==> src/design/pli_pkg.sv <==
// shared constants, codes and types of the piecewise linear interpolator
package pli_pkg;

  // table depth default and field widths
  localparam int MaxPointsDef = 16;
  localparam int CountW       = 5;
  localparam int StrainW      = 32;
  localparam int StressW      = 32;
  localparam int SlopeW       = 48;
  localparam int StatusW      = 3;
  localparam int IndexW       = 4;

  // slope is (dy << SlopeFrac) / dx, kept to DivBits quotient bits before saturation
  localparam int SlopeFrac = 28;
  localparam int DivBits   = SlopeW - 1;
  localparam int SatShift  = DivBits - SlopeFrac;
  localparam int QuotPad   = DivBits - StrainW;
  localparam int DivStepW  = 6;

  localparam logic [DivStepW-1:0] QuotSteps  = DivStepW'(StrainW);
  localparam logic [DivStepW-1:0] SlopeSteps = DivStepW'(DivBits);

  localparam logic [SlopeW-1:0] SlopePosMax = {1'b0, {DivBits{1'b1}}};
  localparam logic [SlopeW-1:0] SlopeNegMin = {1'b1, {DivBits{1'b0}}};

  // command codes
  localparam logic CmdWrite = 1'b0;
  localparam logic CmdQuery = 1'b1;

  // status codes
  localparam logic [StatusW-1:0] StatusOk       = 3'd0;
  localparam logic [StatusW-1:0] StatusLow      = 3'd1;
  localparam logic [StatusW-1:0] StatusHigh     = 3'd2;
  localparam logic [StatusW-1:0] StatusZeroSpan = 3'd3;
  localparam logic [StatusW-1:0] StatusEmpty    = 3'd4;

  // request to the serial divider
  typedef struct packed {
    logic                start;
    logic [StrainW-1:0]  divisor;
    logic [StrainW-1:0]  rem;
    logic [DivBits-1:0]  bits;
    logic [DivStepW-1:0] steps;
  } div_req_t;

endpackage

==> src/design/pli_div.sv <==
// restoring serial divider, one quotient bit per cycle
module pli_div (
  input  logic                               clk,
  input  logic                               rst_n,
  input  pli_pkg::div_req_t                  req,
  output logic                               done,
  output logic [pli_pkg::DivBits-1:0]        quo
);

  localparam logic [pli_pkg::DivStepW-1:0] DivStepOne = pli_pkg::DivStepW'(1);

  logic [pli_pkg::StrainW-1:0]  dsr_r;
  logic [pli_pkg::StrainW-1:0]  rem_r;
  logic [pli_pkg::DivBits-1:0]  bits_r;
  logic [pli_pkg::DivBits-1:0]  quo_r;
  logic [pli_pkg::DivStepW-1:0] cnt_r;
  logic                         busy_r;
  logic                         done_r;

  logic [pli_pkg::StrainW:0]    partial;
  logic [pli_pkg::StrainW+1:0]  diff;
  logic                         ge;

  // trial subtract of the divisor from the shifted partial remainder
  assign partial = {rem_r, bits_r[pli_pkg::DivBits-1]};
  assign diff    = {1'b0, partial} - {2'b00, dsr_r};
  assign ge      = ~diff[pli_pkg::StrainW+1];

  // sequencing: load on start, count down the steps
  always_ff @(posedge clk) begin
    if (!rst_n) begin
      busy_r <= 1'b0;
      done_r <= 1'b0;
      cnt_r  <= '0;
    end else begin
      done_r <= 1'b0;
      if (req.start) begin
        busy_r <= 1'b1;
        cnt_r  <= req.steps;
      end else if (busy_r) begin
        cnt_r <= cnt_r - 1'b1;
        if (cnt_r == DivStepOne) begin
          busy_r <= 1'b0;
          done_r <= 1'b1;
        end
      end
    end
  end

  // remainder, dividend bits and quotient
  always_ff @(posedge clk) begin
    if (req.start) begin
      dsr_r  <= req.divisor;
      rem_r  <= req.rem;
      bits_r <= req.bits;
      quo_r  <= '0;
    end else if (busy_r) begin
      rem_r  <= ge ? diff[pli_pkg::StrainW-1:0] : partial[pli_pkg::StrainW-1:0];
      bits_r <= {bits_r[pli_pkg::DivBits-2:0], 1'b0};
      quo_r  <= {quo_r[pli_pkg::DivBits-2:0], ge};
    end
  end

  assign done = done_r;
  assign quo  = quo_r;

endmodule

==> config.mk <==
export PLATFORM = sky130hd
export DESIGN_NAME = pli_div
export DESIGN_NICKNAME = d
export VERILOG_FILES = /design/src/design/pli_pkg.sv /design/src/design/pli_div.sv
export SDC_FILE = /design/constraint.sdc
export NUM_CORES = 1
export LEC_CHECK = 0
export ABC_AREA = 1
export BUFFER_PORTS_ARGS = -buffer_cell sky130_fd_sc_hd__buf_2
export CAP_MARGIN = 20
export CORE_MARGIN = 5
export CORE_UTILIZATION = 61
export DETAILED_ROUTE_END_ITERATION = 8
export PLACE_DENSITY_LB_ADDON = 0.1
export SETUP_SLACK_MARGIN = 0.5
export SKIP_CTS_REPAIR_TIMING = 1
export SLEW_MARGIN = 40
export SYNTH_ARGS = -nofsm -noshare
export SYNTH_HDL_FRONTEND = slang
export SYNTH_SLANG_ARGS = --single-unit
==> constraint.sdc <==
create_clock -name clk -period 11.26 [get_ports clk]
set_input_delay 2.252 -clock clk [delete_from_list [all_inputs] [get_ports clk]]
set_output_delay 2.252 -clock clk [all_outputs]
set_load 0.005 [all_outputs]
# After elaboration in Yosys (flattened, before gate mapping)
# Index checks and enable logic that the tools add are counted.
[totals]
ramBits = 0
n_memories = 0
latchBits = 0
mem_bits_ro = 0
elab_cells = 26
output_inout_bits = 48
in_bits = 120
register_bits = 166
[op_classes]
bitwise = 3
mux = 11
n_eq_ne = 1
n_div = 0
order_cmp = 0
n_reduce_logical = 2
multipliers = 0
shifts = 0
addsub = 2
[ops]
columns = ["operator", "n"]
rows = [
  ["$mux 32", 3],
  ["$mux 47", 2],
  ["$sub 33x32->34", 1],
  ["$mux 6", 2],
  ["$eq 6x1->1 const B", 1],
  ["$sub 6x1->6 const B", 1],
  ["$mux 1", 4],
  ["$not 1->1", 3],
  ["$reduce_or 3->1", 1],
  ["$reduce_bool 2->1", 1],
]

# Logic depth before layout (Yosys ltp)
[depth]
ltp_word = 4
depth_mapped = 17

# Least setup slack after synthesis
# Ideal clock, no wire load.
[synth_path]
path_type = "input-to-reg"
from = "input req[117] (netlist bit)"
to = "register bits_r[0] (netlist bit) (enable)"
setup_time_ps = 475
setup_slack_ps = 5847
path_stages = 4
required_ps = 10785
t_arrival_ps = 4938
path_cell_list = "buf_2 > nor2_1 > inv_1 > clkbuf_1"
[synth_between]
elab_chain_len = 1
[synth_lines]
columns = ["element", "line_no", "text"]
rows = [
  ["start, declared", "pli_div.sv:5", "input pli_pkg::div_req_t req,"],
  ["$reduce_bool 2->1 (no line)", "n/a", ""],
  ["end signal, assigned", "pli_div.sv:55", "bits_r <= req.bits;"],
  ["end signal, assigned", "pli_div.sv:59", "bits_r <= {bits_r[pli_pkg::DivBits-2:0], 1'b0};"],
  ["end, declared", "pli_div.sv:14", "logic [pli_pkg::DivBits-1:0] bits_r;"],
]
# No other way between the ends.
# A chain may end at the register's enable or synchronous reset.

# Worst setup path after layout
[layout_path]
from = "input req[117] (netlist bit)"
to = "register rem_r[24] (netlist bit) (enable)"
[layout_between]
elab_chain_len = 1
[layout_lines]
columns = ["element", "line_no", "text"]
rows = [
  ["$reduce_bool 2->1 (no line)", "n/a", ""],
  ["end signal, assigned", "pli_div.sv:54", "rem_r <= req.rem;"],
  ["end signal, assigned", "pli_div.sv:58", "rem_r <= ge ? diff[pli_pkg::StrainW-1:0] : partial[pli_pkg::StrainW-1:0];"],
  ["end, declared", "pli_div.sv:13", "logic [pli_pkg::StrainW-1:0] rem_r;"],
]
# No other way between the ends.

==> summary.md <==
| Metric | Value |
|---|---|
| Clk_skew | around 6.5 ps |
| Tmin final | slightly above 4000 ps |
| H-tree depth | 4 |
| DR iter-0 viols | about 570 |
| Fin. Hold Viols | 0 |
| CTS Buf Count | 17 |
| Setup Viol. Count Final | 0 |
| Worst Path Required | between 10000 and 15000 ps |
| Global-route track usage on met1 | 32.9% |
| # DRC | 0 |
| Hold Crit Depth | 2 |
| Setup crit end kind | flop |
| Worst Setup Path Type | in2reg |
| Total track usage | between 20% and 30% |
| Yosys reg bits | between 150 and 200 |
| Worst EP arrival | about 4200 ps |
| First-pass GRT wire length | 37100 µm |
| Post-Syn Instances | between 1000 and 1500 |
| Hold path startpoint | quo[18]$_SDFFE_PP0P_ |
| P&R area growth vs syn | 16.5% |
| Post-Synthesis Cell Area | about 9400 µm² |
| Min-delay worst type | reg2reg |
| CP Max Fanout | between 60 and 70 |
| CP top delay family | buffers and inverters |
| Pins Over Slew Limit | 0 |
| Placed inst area | a little over 10000 µm² |
| Placed instance count | ~1500 |
| WP buf/inv | 3 |
| CP Cell Sequence | buf_4, nor2_1, inv_4, buf_4 |
| Max Cap Viol | 0 |
| Finished Layout Cells | 1574 |
| Final ANT Viol Nets | 0 |
| P per Cell Area | about 180 nW/µm² |
| Slowest stage delay, CP | 740 ps |
| Post-synth top area share | ~36% |
| Pwr Total | 1940 µW |
| Reg2reg path depth | 10 |
| Overflow after GRT | 0 |
| Clock sink count | between 150 and 200 |
| CTS root buffer | clkbuf_16 |
| Critical path's most frequent cell | buf_4 |
| Gp weighted congestion | between 0.9 and 1 |
| Wirelength per Cell | ~14 µm |
| Core area | between 15000 and 20000 µm² |
| Die W | about 130 µm |
| Routed WL | 22500 µm |
| Nature of the critical path startpoint | input port |
| Slowest-stage cell, CP | buf_4 |
| Max-slew headroom | 49.9% |
| CTS tree | done |
| Design area | roughly 11000 µm² |
| Multi-input logic area | just under 4000 µm² |
| Initial antenna violation count | 8 |
| Vias after detailed routing | slightly above 8000 |
| Clock slew at reported path FFs | ~70 ps |
| RSZ-0062 raised after global routing | false |
| Maximum VDD drop | roughly 0.00013 V |
| 1st-pass router iterations | 5 |
| R2R Path Start | rem_r[16]$_DFFE_PP_ |
| Filler Cell Count | about 1200 |
| Clk Latency, worst-skew pair | ~420 ps |
| DR vias/cell | just over 5 |
| Leak | roughly 0.0056 µW |
| GR Util met2 | 42.1% |
| Reg area | around 4400 µm² |
| Largest net degree at the start of global routing | 83 |
| Port Buffer Count | approximately 170 |
| Fmax | 242 MHz |
| Hold endpoint | quo[18]$_SDFFE_PP0P_ |
| GRT met3 Usage | under 10% |
| Die H | 134 µm |
| Final Core Density | around 70% |
| Die ar. | approximately 18000 µm² |
| Syn nets | ~1400 |
| Initial Utilization | between 60% and 70% |
| Worst reg2reg endpoint | rem_r[27]$_DFFE_PP_ |
| Seq/Total Area, Yosys | between 40% and 50% |
| Detail Placement HPWL | 16200 µm |
| Vias in the first global route | approximately 8000 |
| Nets@finish | 1524 |
| Synth area leaders | edfxtp_1 36%, nand2_1 19%, dfxtp_1 12% |
| Row count | between 40 and 50 |
| Period utilization | 36.6% |
| I/O pin count | roughly 170 |
| Final setup TNS | 0 ps |
| Reg2reg setup slack | about 8600 ps |
| Fraction of layout cells with a size suffix above 1 | 16.5% |
| Syn. warnings | 0 |
| Mapped Avg Cell Area | between 7 and 8 µm² |
| Outcome | completed |
| Layer with the highest usage | met2 |
| Slew @ Worst Pin | around 750 ps |
| Synth area leader | edfxtp_1 |
| CTS Buffer Depth | 2 |
| Count of cell types in the netlist | between 40 and 50 |
## power by group
group	leakage, µW	internal (µW)	switching (µW)
Combinational	0.00375	210	377
Clock	0.000307	344	258
Sequential	0.00157	724	23.5
## flip-flops by register name, indices dropped and copies added (netlist names)
register  flops
done          1
cnt_r         6
busy_r        1
dsr_r        32
quo          47
rem_r        32
bits_r       47
## placed cells by master, fill, tap and decap left out, types with 3 or more instances in the layout
cell type / instances
nand3_1: 69
o22ai_1: 45
nor2_1: 44
a21oi_1: 14
nor3_1: 5
a31oi_1: 4
nand4_1: 11
dfxtp_1: 55
clkinv_4: 4
clkbuf_8: 3
nand2_2: 5
nand3_2: 3
inv_2: 5
edfxtp_1: 111
buf_2: 166
inv_1: 215
ha_1: 34
o21ai_0: 9
diode_2: 4
nand2_1: 485
xnor2_1: 14
clkbuf_16: 18
buf_4: 3
nand3b_1: 27
## cells in the mapped netlist (all sizes together)
cell / count
a211oi: 1
edfxtp: 111
o21bai: 2
nand2: 492
a22oi: 1
o21ai: 10
o22ai: 45
a21oi: 17
xnor2: 14
fa: 1
nand3: 72
a311oi: 1
nor4: 2
ha: 34
and2: 2
xor2: 1
nor2: 49
buf: 16
nor3: 6
clkbuf: 21
dfxtp: 55
nand4: 11
inv: 221
a31oi: 4
nand3b: 27
## worst min-delay path: stages, from the launching register on
cell and delay (ps):
dfxtp_1 310, inv_1 60, o22ai_1 70
## per-stage QoR
| step | hold WS [ps] | setup slack, ps |
|---|---|---|
| after global placement | 478 | 6680 |
| after detailed placement | 477 | 6660 |
| final | 488 | 7130 |
| after global routing | 509 | 6930 |
| after CTS | 489 | 7110 |
| after floorplan | 452 | 5850 |
## cell families after synthesis
| kind of cell | Yosys count | share of synthesized area (%) |
|---|---|---|
| flip-flops | 166 | 47.4 |
| buffers and inverters | 258 | 11.0 |
| AO/OA/AOI/OAI | 81 | 5.34 |
| AND/OR/NAND/NOR | 661 | 30.1 |
| XOR/XNOR | 15 | 1.40 |
| adder cells (fa/ha/maj) | 35 | 4.76 |
## metal layers
metal  up-vias  wire [µm]
met5         -         48
met4         8        418
met3        40       1710
met2       244      10600
met1      3656       9670
li1       4149          -
## how the worst max path moves through the flow
stage                   from                       to  cells after the start
floorplan           req[117]  bits_r[0]$_SDFFCE_PN0P_                      4
global placement    req[117]      rem_r[31]$_DFFE_PP_                      4
detailed placement  req[117]     bits_r[30]$_DFFE_PP_                      4
CTS                 req[117]      bits_r[4]$_DFFE_PP_                      4
global route        req[117]      bits_r[2]$_DFFE_PP_                      4
finish              req[117]      rem_r[24]$_DFFE_PP_                      4
## cell type report
class                      instances  area share [%]
clock buffer                      21            4.51
sequential                       166            40.7
tap                              188            2.16
multi-input combinational        792            35.7
clock inverter                    11            1.22
inverter                         221            7.63
timing repair buffer             171            8.04
antenna                            4          0.0918
No activity file was read; power rests on OpenSTA's default activity.
